**src/rtl/btn_dbnc_pkg.sv**
```systemverilog
// ----------------------------------------------------------------------------
// btn_dbnc_pkg
// Shared types and constants of the button debouncer with long press and
// auto-repeat.
// ----------------------------------------------------------------------------
package btn_dbnc_pkg;

   localparam int TIME_WIDTH = 32;
   localparam int REG_WIDTH  = 32;
   localparam int CMP_WIDTH  = (TIME_WIDTH > REG_WIDTH) ? TIME_WIDTH : REG_WIDTH;

   localparam int CSR_ADDR_WIDTH = 5;
   localparam int CSR_DATA_WIDTH = 32;

   // register indexes (byte address / 4)
   localparam logic [2:0] REG_ENABLED         = 3'd0;
   localparam logic [2:0] REG_PRESSED_LOW     = 3'd1;
   localparam logic [2:0] REG_DEBOUNCE_TIME   = 3'd2;
   localparam logic [2:0] REG_LONG_PRESS_TIME = 3'd3;
   localparam logic [2:0] REG_REPEAT_INTERVAL = 3'd4;

   // event codes
   localparam logic [2:0] EV_NONE   = 3'd0;
   localparam logic [2:0] EV_DOWN   = 3'd1;
   localparam logic [2:0] EV_CLICK  = 3'd2;
   localparam logic [2:0] EV_LONG   = 3'd3;
   localparam logic [2:0] EV_UP     = 3'd4;
   localparam logic [2:0] EV_REPEAT = 3'd5;

   // debounce phases
   localparam logic [1:0] PH_IDLE  = 2'd0;
   localparam logic [1:0] PH_DEB   = 2'd1;
   localparam logic [1:0] PH_PRESS = 2'd2;
   localparam logic [1:0] PH_LONG  = 2'd3;

   typedef struct packed {
      logic                 enabled;
      logic                 pressed_low;
      logic [REG_WIDTH-1:0] debounce_time;
      logic [REG_WIDTH-1:0] long_press_time;
      logic [REG_WIDTH-1:0] repeat_interval;
      logic                 restart;   // pulse: enable went from 0 to 1
   } cfg_type;

endpackage

```
**src/rtl/btn_dbnc_csr.sv**
```systemverilog
// ----------------------------------------------------------------------------
// btn_dbnc_csr
// APB-style configuration registers with the enable restart pulse.
// ----------------------------------------------------------------------------
module btn_dbnc_csr
   import btn_dbnc_pkg::*;
(
   input  logic                      clock,
   input  logic                      reset,
   input  logic                      csr_psel,
   input  logic                      csr_penable,
   input  logic                      csr_pwrite,
   input  logic [CSR_ADDR_WIDTH-1:0] csr_paddr,
   input  logic [CSR_DATA_WIDTH-1:0] csr_pwdata,
   output logic [CSR_DATA_WIDTH-1:0] csr_prdata,
   output logic                      csr_pready,
   output cfg_type                   cfg
);

   logic                 enabled_ff;
   logic                 pressed_low_ff;
   logic [REG_WIDTH-1:0] debounce_time_ff;
   logic [REG_WIDTH-1:0] long_press_time_ff;
   logic [REG_WIDTH-1:0] repeat_interval_ff;
   logic                 wr_en;
   logic [2:0]           reg_index;

   assign csr_pready = 1'b1;
   assign wr_en      = csr_psel & csr_penable & csr_pwrite & csr_pready;
   assign reg_index  = csr_paddr[4:2];

   always_ff @(posedge clock) begin
      if (reset) begin
         enabled_ff         <= 1'b0;
         pressed_low_ff     <= 1'b1;
         debounce_time_ff   <= REG_WIDTH'(20);
         long_press_time_ff <= REG_WIDTH'(1000);
         repeat_interval_ff <= '0;
      end else if (wr_en) begin
         case (reg_index)
            REG_ENABLED:         enabled_ff         <= csr_pwdata[0];
            REG_PRESSED_LOW:     pressed_low_ff     <= csr_pwdata[0];
            REG_DEBOUNCE_TIME:   debounce_time_ff   <= csr_pwdata[REG_WIDTH-1:0];
            REG_LONG_PRESS_TIME: long_press_time_ff <= csr_pwdata[REG_WIDTH-1:0];
            REG_REPEAT_INTERVAL: repeat_interval_ff <= csr_pwdata[REG_WIDTH-1:0];
            default: ;
         endcase
      end
   end

   always_comb begin
      case (reg_index)
         REG_ENABLED:         csr_prdata = CSR_DATA_WIDTH'(enabled_ff);
         REG_PRESSED_LOW:     csr_prdata = CSR_DATA_WIDTH'(pressed_low_ff);
         REG_DEBOUNCE_TIME:   csr_prdata = CSR_DATA_WIDTH'(debounce_time_ff);
         REG_LONG_PRESS_TIME: csr_prdata = CSR_DATA_WIDTH'(long_press_time_ff);
         REG_REPEAT_INTERVAL: csr_prdata = CSR_DATA_WIDTH'(repeat_interval_ff);
         default:             csr_prdata = '0;
      endcase
   end

   always_comb begin
      cfg.enabled         = enabled_ff;
      cfg.pressed_low     = pressed_low_ff;
      cfg.debounce_time   = debounce_time_ff;
      cfg.long_press_time = long_press_time_ff;
      cfg.repeat_interval = repeat_interval_ff;
      // restart the phase machine when enabling
      cfg.restart         = wr_en & (reg_index == REG_ENABLED) & ~enabled_ff
                            & csr_pwdata[0];
   end

endmodule

```
**src/rtl/btn_dbnc_fsm.sv**
```systemverilog
// ----------------------------------------------------------------------------
// btn_dbnc_fsm
// Phase machine and timestamps; computes one poll's event per advance.
// ----------------------------------------------------------------------------
module btn_dbnc_fsm
   import btn_dbnc_pkg::*;
(
   input  logic        clock,
   input  logic        reset,
   input  cfg_type     cfg,
   input  logic        advance,
   input  logic        pin_level,
   input  logic [31:0] time_now,
   output logic [2:0]  event_code,
   output logic        is_pressed
);

   logic [1:0]            phase_ff, phase_in;
   logic [TIME_WIDTH-1:0] debounce_start_ff, debounce_start_in;
   logic [TIME_WIDTH-1:0] press_start_ff, press_start_in;
   logic [TIME_WIDTH-1:0] last_repeat_ff, last_repeat_in;
   logic                  pressed_flag_ff, pressed_flag_in;

   logic                  raw;
   logic [TIME_WIDTH-1:0] now;
   logic [TIME_WIDTH-1:0] deb_elapsed, press_elapsed, rep_elapsed;
   logic                  deb_done, long_done, rep_due;

   assign now           = TIME_WIDTH'(time_now);
   assign raw           = cfg.pressed_low ? ~pin_level : pin_level;
   assign deb_elapsed   = now - debounce_start_ff;
   assign press_elapsed = now - press_start_ff;
   assign rep_elapsed   = now - last_repeat_ff;
   assign deb_done  = CMP_WIDTH'(deb_elapsed) >= CMP_WIDTH'(cfg.debounce_time);
   assign long_done = CMP_WIDTH'(press_elapsed) >= CMP_WIDTH'(cfg.long_press_time);
   assign rep_due   = (cfg.repeat_interval != '0) &&
                      (CMP_WIDTH'(rep_elapsed) >= CMP_WIDTH'(cfg.repeat_interval));

   always_comb begin
      phase_in          = phase_ff;
      debounce_start_in = debounce_start_ff;
      press_start_in    = press_start_ff;
      last_repeat_in    = last_repeat_ff;
      pressed_flag_in   = pressed_flag_ff;
      event_code        = EV_NONE;
      if (cfg.enabled) begin
         case (phase_ff)
            PH_IDLE: begin
               if (raw) begin
                  phase_in          = PH_DEB;
                  debounce_start_in = now;
               end
            end
            PH_DEB: begin
               if (!raw) begin
                  phase_in = PH_IDLE;
               end else if (deb_done) begin
                  phase_in        = PH_PRESS;
                  pressed_flag_in = 1'b1;
                  press_start_in  = now;
                  last_repeat_in  = now;
                  event_code      = EV_DOWN;
               end
            end
            PH_PRESS: begin
               if (!raw) begin
                  phase_in        = PH_IDLE;
                  pressed_flag_in = 1'b0;
                  event_code      = EV_CLICK;
               end else if (long_done) begin
                  phase_in       = PH_LONG;
                  last_repeat_in = now;
                  event_code     = EV_LONG;
               end
            end
            default: begin
               if (!raw) begin
                  phase_in        = PH_IDLE;
                  pressed_flag_in = 1'b0;
                  event_code      = EV_UP;
               end else if (rep_due) begin
                  last_repeat_in = now;
                  event_code     = EV_REPEAT;
               end
            end
         endcase
      end
      is_pressed = pressed_flag_in;
   end

   always_ff @(posedge clock) begin
      if (reset) begin
         phase_ff          <= PH_IDLE;
         pressed_flag_ff   <= 1'b0;
         debounce_start_ff <= '0;
         press_start_ff    <= '0;
         last_repeat_ff    <= '0;
      end else if (cfg.restart) begin
         // keep the timestamps
         phase_ff        <= PH_IDLE;
         pressed_flag_ff <= 1'b0;
      end else if (advance) begin
         phase_ff          <= phase_in;
         pressed_flag_ff   <= pressed_flag_in;
         debounce_start_ff <= debounce_start_in;
         press_start_ff    <= press_start_in;
         last_repeat_ff    <= last_repeat_in;
      end
   end

endmodule

```
**src/rtl/button_debounce_long_press_repeat_core.sv**
```systemverilog
// An accepted req word passes through the input register, then the result register,
// to its rsp word; exactly one rsp word per req word.
// Throughput: one word per cycle unless rsp_tready stalls; the phase machine updates
// in the same cycle that a word moves from the input register to the result register.
// Reset: synchronous, active high; clears both register valids, the phase
// machine and timestamps, and loads the configuration reset values.
// ----------------------------------------------------------------------------
// button_debounce_long_press_repeat_core
// Push-button debouncer with down, click, long-press, repeat and up events.
// ----------------------------------------------------------------------------
module button_debounce_long_press_repeat_core
   import btn_dbnc_pkg::*;
(
   input  logic                      clock,
   input  logic                      reset,
   // req: [0] pin_level, [32:1] time_now, [39:33] zero
   input  logic                      req_tvalid,
   output logic                      req_tready,
   input  logic [39:0]               req_tdata,
   // rsp: [2:0] event_code, [3] is_pressed, [7:4] zero
   output logic                      rsp_tvalid,
   input  logic                      rsp_tready,
   output logic [7:0]                rsp_tdata,
   input  logic                      csr_psel,
   input  logic                      csr_penable,
   input  logic                      csr_pwrite,
   input  logic [CSR_ADDR_WIDTH-1:0] csr_paddr,
   input  logic [CSR_DATA_WIDTH-1:0] csr_pwdata,
   output logic [CSR_DATA_WIDTH-1:0] csr_prdata,
   output logic                      csr_pready
);

   cfg_type     cfg;
   logic        in_valid_ff;
   logic        pin_level_ff;
   logic [31:0] time_now_ff;
   logic        rsp_valid_ff;
   logic [2:0]  event_code_ff;
   logic        is_pressed_ff;
   logic        advance;
   logic [2:0]  event_code_in;
   logic        is_pressed_in;

   btn_dbnc_csr u_csr (
      .clock       (clock),
      .reset       (reset),
      .csr_psel    (csr_psel),
      .csr_penable (csr_penable),
      .csr_pwrite  (csr_pwrite),
      .csr_paddr   (csr_paddr),
      .csr_pwdata  (csr_pwdata),
      .csr_prdata  (csr_prdata),
      .csr_pready  (csr_pready),
      .cfg         (cfg)
   );

   btn_dbnc_fsm u_fsm (
      .clock      (clock),
      .reset      (reset),
      .cfg        (cfg),
      .advance    (advance),
      .pin_level  (pin_level_ff),
      .time_now   (time_now_ff),
      .event_code (event_code_in),
      .is_pressed (is_pressed_in)
   );

   // move a word on when the result register is free or being emptied
   assign advance    = in_valid_ff & (~rsp_valid_ff | rsp_tready);
   assign req_tready = ~in_valid_ff | advance;

   always_ff @(posedge clock) begin
      if (reset) begin
         in_valid_ff <= 1'b0;
      end else if (req_tready) begin
         in_valid_ff <= req_tvalid;
      end
   end

   always_ff @(posedge clock) begin
      if (req_tready & req_tvalid) begin
         pin_level_ff <= req_tdata[0];
         time_now_ff  <= req_tdata[32:1];
      end
   end

   always_ff @(posedge clock) begin
      if (reset) begin
         rsp_valid_ff <= 1'b0;
      end else if (advance) begin
         rsp_valid_ff <= 1'b1;
      end else if (rsp_tready) begin
         rsp_valid_ff <= 1'b0;
      end
   end

   always_ff @(posedge clock) begin
      if (advance) begin
         event_code_ff <= event_code_in;
         is_pressed_ff <= is_pressed_in;
      end
   end

   assign rsp_tvalid = rsp_valid_ff;
   assign rsp_tdata  = {4'b0000, is_pressed_ff, event_code_ff};

`ifndef SYNTH
   a_down_pressed: assert property (@(posedge clock) disable iff (reset)
      (rsp_tvalid && (rsp_tdata[2:0] == EV_DOWN)) |-> rsp_tdata[3])
      else $error("down event without pressed flag");

   a_release_clear: assert property (@(posedge clock) disable iff (reset)
      (rsp_tvalid && ((rsp_tdata[2:0] == EV_CLICK) || (rsp_tdata[2:0] == EV_UP)))
         |-> !rsp_tdata[3])
      else $error("release event with pressed flag set");

   a_code_range: assert property (@(posedge clock) disable iff (reset)
      rsp_tvalid |-> (rsp_tdata[2:0] <= EV_REPEAT))
      else $error("event code out of range");

   a_ready_free: assert property (@(posedge clock) disable iff (reset)
      !rsp_valid_ff |-> req_tready)
      else $error("input stalled with empty result register");
`endif

endmodule

```
**config.mk**
```make
export PLATFORM = sky130hd
export DESIGN_NAME = button_debounce_long_press_repeat_core
export DESIGN_NICKNAME = d
export VERILOG_FILES = /design/src/rtl/btn_dbnc_pkg.sv /design/src/rtl/btn_dbnc_csr.sv /design/src/rtl/btn_dbnc_fsm.sv /design/src/rtl/button_debounce_long_press_repeat_core.sv
export SDC_FILE = /design/constraint.sdc
export NUM_CORES = 1
export LEC_CHECK = 0
export BUFFER_PORTS_ARGS = -buffer_cell sky130_fd_sc_hd__buf_2
export CORE_MARGIN = 3
export CORE_UTILIZATION = 30
export DETAILED_ROUTE_END_ITERATION = 16
export GPL_TIMING_DRIVEN = 0
export HOLD_SLACK_MARGIN = 0.1
export PLACE_DENSITY = 0.53
export SYNTH_ARGS = -nofsm -noshare
export SYNTH_HDL_FRONTEND = slang
export SYNTH_SLANG_ARGS = --single-unit
```
**constraint.sdc**
```tcl
create_clock -name clock -period 4.9 [get_ports clock]
set_clock_uncertainty 0.05 [all_clocks]
set_input_delay 0.98 -clock clock [delete_from_list [all_inputs] [get_ports clock]]
set_output_delay 0.98 -clock clock [all_outputs]
set_load 0.05 [all_outputs]
```
; Yosys cells after proc, flatten, opt, wreduce, memory -nomap -nowiden
; Index checks and enable logic that the tools add are counted.
[word_totals]
ff_bits = 236
elab_cells = 95
[op_classes]
n_addsub = 3
order_cmp = 3
eq_ne = 12
mux = 30
n_bitwise = 15
n_reduce_logical = 16
[op_table]
columns = op, count
row1 = 2-to-1 mux 32 bit, 6
row2 = case mux 32 bit (5 select lines), 1
row3 = greater-or-equal comparator 32 bit, 3
row4 = case mux 32 bit (3 select lines), 1
row5 = subtractor 32 bit, 3
row6 = nonzero test 32 bit, 1
row7 = 2-to-1 mux 2 bit, 7
row8 = 2-to-1 mux 3 bit, 4
row9 = AND reduction 6 bit, 2
row10 = AND reduction 2 bit, 5
row11 = case mux 3 bit (3 select lines), 1
row12 = 2-to-1 mux 1 bit, 8
row13 = AND reduction 8 bit, 1
row14 = bitwise AND 1 bit, 7
row15 = equality test 3 x 2 -> 1 bit (second input constant), 2
row16 = inequality test 2 x 1 -> 1 bit (second input constant), 3
row17 = inequality test 3 bit (second input constant), 2
row18 = NOT 1 bit, 6
row19 = case mux 2 bit (3 select lines), 1
row20 = AND reduction 5 bit, 1
row21 = inequality test 4 bit (second input constant), 1
row22 = equality test 3 x 1 -> 1 bit (second input constant), 1
row23 = equality test 3 bit (second input constant), 1
row24 = zero test 3 bit, 1
row25 = other kinds (9), 10

; Logic depth before layout (Yosys ltp)
[logic_depth]
ltp_word = 7
mapped_depth = 23

; Cells and area by module
; A second synthesis with hierarchy kept.
[unflattened]
hier_cells = 2037
area_unflattened_um2 = 17179.0
[by_module_without_submodules]
columns = module, instances, cells_each, area_each_um2, seq_area_each_um2
row1 = btn_dbnc_fsm, 1, 1465, 11189.5, 1981.9
row2 = btn_dbnc_csr, 1, 519, 4733.3, 1961.9
row3 = button_debounce_long_press_repeat_core, 1, 53, 1256.2, 1151.1

; Least setup slack after synthesis
; No wires, ideal clock.
[synth_timing]
path_type = register to register
start = register time_now_ff[8]
end = register u_fsm.last_repeat_ff[1]
arrival_time_ns = 4.639
required_time_ns = 4.730
path_slack_ns = 0.091
path_stages_with_launch = 22
path_buffers = 3
period_less_slack_ns = 4.809
path_cell_list = edfxtp_1 ha_1 clkbuf_1 a2111oi_0 o21ai_0 and4b_1 a211oi_1 a211o_1 a31oi_1 o31a_1 xor2_1 ha_1 a21oi_1 o21ai_0 a2111oi_2 nand3_1 o31ai_1 a31oi_1 and4b_1 buf_2 buf_6 mux2i_1
[synth_between]
elab_chain_len = 5
[synth_rtl]
columns = element, line
row1 = start: declaration, button_debounce_long_press_repeat_core.sv:36  ; logic [31:0] time_now_ff;
row2 = start signal: assignment, button_debounce_long_press_repeat_core.sv:83  ; time_now_ff <= req_tdata[32:1];
row3 = subtractor 32 bit, btn_dbnc_fsm.sv:33  ; assign rep_elapsed = now - last_repeat_ff;
row4 = greater-or-equal comparator 32 bit, btn_dbnc_fsm.sv:37  ; (CMP_WIDTH'(rep_elapsed) >= CMP_WIDTH'(cfg.repeat_interval));
row5 = logical AND 1 bit, btn_dbnc_fsm.sv:36  ; assign rep_due = (cfg.repeat_interval != '0) &&
row6 = nonzero test 3 bit (no source line), --
row7 = AND reduction 8 bit (no source line) (*), --
row8 = end signal: assignment, btn_dbnc_fsm.sv:107  ; last_repeat_ff <= last_repeat_in;
row9 = end: declaration, btn_dbnc_fsm.sv:21  ; logic [TIME_WIDTH-1:0] last_repeat_ff, last_repeat_in;
; Mark *: on every way between the ends. The rest lies on a longest branch, timed or not.
; A chain may end at the register's enable or synchronous reset.

; Worst setup path after layout
[layout_timing]
start = register time_now_ff[7]
end = register u_fsm.last_repeat_ff[28]
; Same word-level chain as after synthesis.

==> flow_summary_export.csv <==
group,metric,value,unit
global_routing,antenna_found_initial,0,
layout,final_nets,2576,
detailed_routing,wl_per_cell,19.6,um
critical_path,cp.arrival,5710,ps
synthesis,ys_warn_count,0,
global_routing,grt_pass1_vias,15300,
critical_path,r2r_start,"time_now_ff[7]$_DFFE_PP_",
die,ios,127,
job,timing.max_cap.violations,0,
sta,period_minus_slack,5310,ps
sta,slew_viol_final,0,
critical_path,reg2reg_to,"u_fsm.last_repeat_ff[28]$_SDFFE_PP0P_",
sta,period_share,108,%
detailed_routing,routed_via_density,5.17,
synthesis,synth_area_leader_cell,"dfxtp_1",
die,coreArea,54300,um^2
detailed_routing,totalWireLength,60100,um
critical_path,reg2reg_slack,-410,ps
synthesis,syn_avg_cell_area,7.96,um^2
layout,insertedDiodeCount,0,
sta,setup_viol,69,
die,row_count,85,
synthesis,synth_area,16700,um^2
synthesis,seq_area_frac_synth,30.6,%
die,dieArea,58400,um^2
sta,max_slew_margin,31.7,%
cts,clk_pin_slew,60,ps
synthesis,ys_async_sr_fraction,0,%
layout,area_growth,24.2,%
synthesis,synth_area_leaders,"dfxtp_1, ha_1, nand2_1",
detailed_routing,drtIter0Drc,1296,
sta,fmax,188,MHz
pwr,p_comb_share,19.9,%
pwr,power_switching,0.00160,W
cts,clock-sinks,236,
cts,tritoncts,"yes",
cts,cts_buffer_depth,3,
detailed_routing,vias,15800,
die,die_w,242,um
hold_path,hold_end,"u_fsm.debounce_start_ff[1]$_SDFFE_PP0P_",
pwr,cellPowerDensity,261,nW/um^2
pwr,clockPowerShare,42.5,%
critical_path,endpoint_kind,"flip-flop",
cts,root_buffer,"clkbuf_16",
detailed_routing,drt_pass1_iterations,5,
pwr,vdd_ir_drop_max,0.000188,V
synthesis,synth_edf_count,37,
detailed_routing,ant_nets,0,
critical_path,reg2regPathDepth,21,
pwr,switching_share,29.6,%
layout,drive_above_1_share,15.1,%
status,violations,"negative setup slack",
placement,place.gp.congestion,0.897,
synthesis,synthCells,2093,
critical_path,cp.required,5300,ps
critical_path,cp-start-kind,"flip-flop",
global_routing,overflow,0,
hold_path,whs_path_depth,2,
hold_path,hold_start,"u_fsm.debounce_start_ff[1]$_SDFFE_PP0P_",
synthesis,synth_cell_types,73,
cts,insertion_delay,590,ps
layout,final_util,38.1,%
die,initial_core_util,30.7,%
synthesis,synth_top_area_share,23.9,%
pwr,internal-power,0.00380,W
hold_path,hp-class,"flip-flop to flip-flop",
cts,htree_levels,1,
sta,worst_slack,-410,ps
critical_path,criticalPathCategory,"flip-flop to flip-flop",
layout,fin_cells,3057,
global_routing,grt_use_total,19.6,%
cts,numCtsBuffers,29,
pwr,power.share.sequential,37.6,%
sta,hold_violations,0,
pwr,leakage,7.60,nW
placement,dpl.cell_count,2946,
synthesis,ys.flop_type,"dfxtp_1",
placement,portBuffers,110,
synthesis,ys_seq_elements,236,
status,status,"finished, violations left",
sta,rsz0062_at_grt,"yes",
global_routing,grt_first_pass_wirelength,90100,um
global_routing,grt_max_degree,22,
placement,place_hpwl,46000,um
sta,worstMarginPinSlew,1020,ps
die,die_h,242,um
placement,pre_cts_slack,-2450,ps
layout,fillCellCount,5515,
detailed_routing,drc,0,
critical_path,path_max_fanout,8,
-- logic make-up after synthesis --
logic type	synth area share [%]
buffers and inverters	7.28
AO/OA/AOI/OAI	19.7
adder cells (fa/ha/maj)	14.9
AND/OR/NAND/NOR	19.1
flip-flops	30.6
XOR/XNOR	4.31
multiplexers	4.15
other	0.0451
-- critical path: stages (launching register included) --
cell,delay [ps]
edfxtp_1,420
buf_4,170
ha_4,170
a2111oi_4,330
o21ai_1,140
and4b_1,260
a211oi_4,240
a211o_4,250
a31oi_4,110
o31a_1,270
xor2_1,160
ha_1,330
a21oi_2,170
o21ai_2,100
a2111oi_4,530
nand3_2,170
o31ai_4,430
a31oi_2,160
and4b_1,250
buf_12,180
clkbuf_16,170
mux2i_1,110
-- what timing repair did --
item | in CTS | in global routing
resized for setup | 149 | 72
cloned | 4 | 3
buffers inserted | 35 | 18
setup endpoints to repair | 71 | 71
pin swaps | 32 | 50
hold buffers | 0 | 0
-- power groups by stage --
stage	logic, W	clock network [W]	registers [W]
after global routing	0.00118	0.00242	0.00203
after detailed placement	0.000923	0	0.00208
after global placement	0.000902	0	0.00208
after floorplan	0.000635	0	0.00206
after CTS	0.00101	0.00235	0.00203
final	0.00108	0.00229	0.00203
-- through the flow --
step / cell area (um^2) / total power [W] / hold WS, ps / TNS (ps)
floorplan: 16700 / 0.00270 / 386 / 0
global placement: 18100 / 0.00298 / 392 / -160000
detailed placement: 18200 / 0.00300 / 397 / -160100
CTS: 20100 / 0.00540 / 405 / -15110
global route: 20700 / 0.00563 / 422 / -31940
finish: 20700 / 0.00540 / 403 / -21570
-- cell type report --
cell class	count	area (um^2)	area share, %
clock inverters	7	100	0.484
repair buffers	171	1190	5.77
flip-flops and latches	236	5090	24.6
inverters	219	822	3.97
well taps	739	925	4.47
multi-input cells	1551	11200	53.9
clock buffers	46	903	4.36
plain buffers	88	495	2.39
-- flip-flops by register name, summed over array words and instances, names as in the netlist --
name and cells:
event_code_ff 3, in_valid_ff 1, is_pressed_ff 1, pin_level_ff 1, rsp_tvalid 1, time_now_ff 32
u_csr.debounce_time_ff 32, u_csr.enabled_ff 1, u_csr.long_press_time_ff 32, u_csr.pressed_low_ff 1, u_csr.repeat_interval_ff 32, u_fsm.debounce_start_ff 32
u_fsm.last_repeat_ff 32, u_fsm.phase_ff 2, u_fsm.press_start_ff 32, u_fsm.pressed_flag_ff 1
-- layer usage --
layer,share of wire (%),track usage [%],up-vias
li1,-,-,7683
met1,46,27.0,7608
met2,46,32.3,441
met3,6.0,2.37,67
met4,2.7,5.13,0
met5,0,0,-
-- Yosys cell counts (all sizes together) (9+ instances only) --
master,instances
nor2,78
buf,20
xnor2,56
xor2,26
nand2b,81
o22ai,36
or2,10
nor2b,13
nor3,17
nand3,26
o211ai,12
nand4,21
nor4,12
ha,193
edfxtp,37
a21o,56
o21bai,10
o31ai,9
dfxtp,199
a211oi,17
nand2,318
a31oi,16
inv,219
o21a,14
nand3b,39
clkbuf,70
and3,14
mux2i,68
a21oi,227
o21ai,89
-- worst max-delay path by stage --
stage / startpoint / endpoint / slack, ps / cells past startpoint
after global routing: time_now_ff[0]$_DFFE_PP_ / u_fsm.last_repeat_ff[30]$_SDFFE_PP0P_ / -570 / 25
after floorplan: time_now_ff[8]$_DFFE_PP_ / u_fsm.last_repeat_ff[1]$_SDFFE_PP0P_ / 90 / 21
after global placement: time_now_ff[0]$_DFFE_PP_ / u_fsm.last_repeat_ff[11]$_SDFFE_PP0P_ / -2440 / 20
after CTS: time_now_ff[0]$_DFFE_PP_ / u_fsm.last_repeat_ff[23]$_SDFFE_PP0P_ / -300 / 24
final: time_now_ff[7]$_DFFE_PP_ / u_fsm.last_repeat_ff[28]$_SDFFE_PP0P_ / -410 / 21
after detailed placement: time_now_ff[0]$_DFFE_PP_ / u_fsm.last_repeat_ff[23]$_SDFFE_PP0P_ / -2450 / 20
-- layout by cell type (no fill, tap or decap), types with 7 or more instances in the layout --
cell type  count
nand3_1       25
inv_1        216
nand3b_1      39
nand4_1       21
a21oi_1      216
o22ai_1       36
or2_2         10
o21ai_1       38
o211ai_1      11
a211oi_1      11
buf_12         9
ha_1         165
ha_2           8
clkbuf_8       7
nand2b_1      81
xor2_1        25
nor2b_1       12
nor4_1        12
o21ai_0       43
edfxtp_1      37
a31oi_1        9
a21o_1        56
buf_2        111
clkbuf_1      74
nor2_1        78
xnor2_1       54
nand2_1      317
nor3_1        14
ha_4          20
and3_1        13
mux2i_1       67
o21bai_1       7
dfxtp_1      199
buf_4         53
o21a_1        14
clkbuf_16     35
Power figures use the tool's default switching activity.
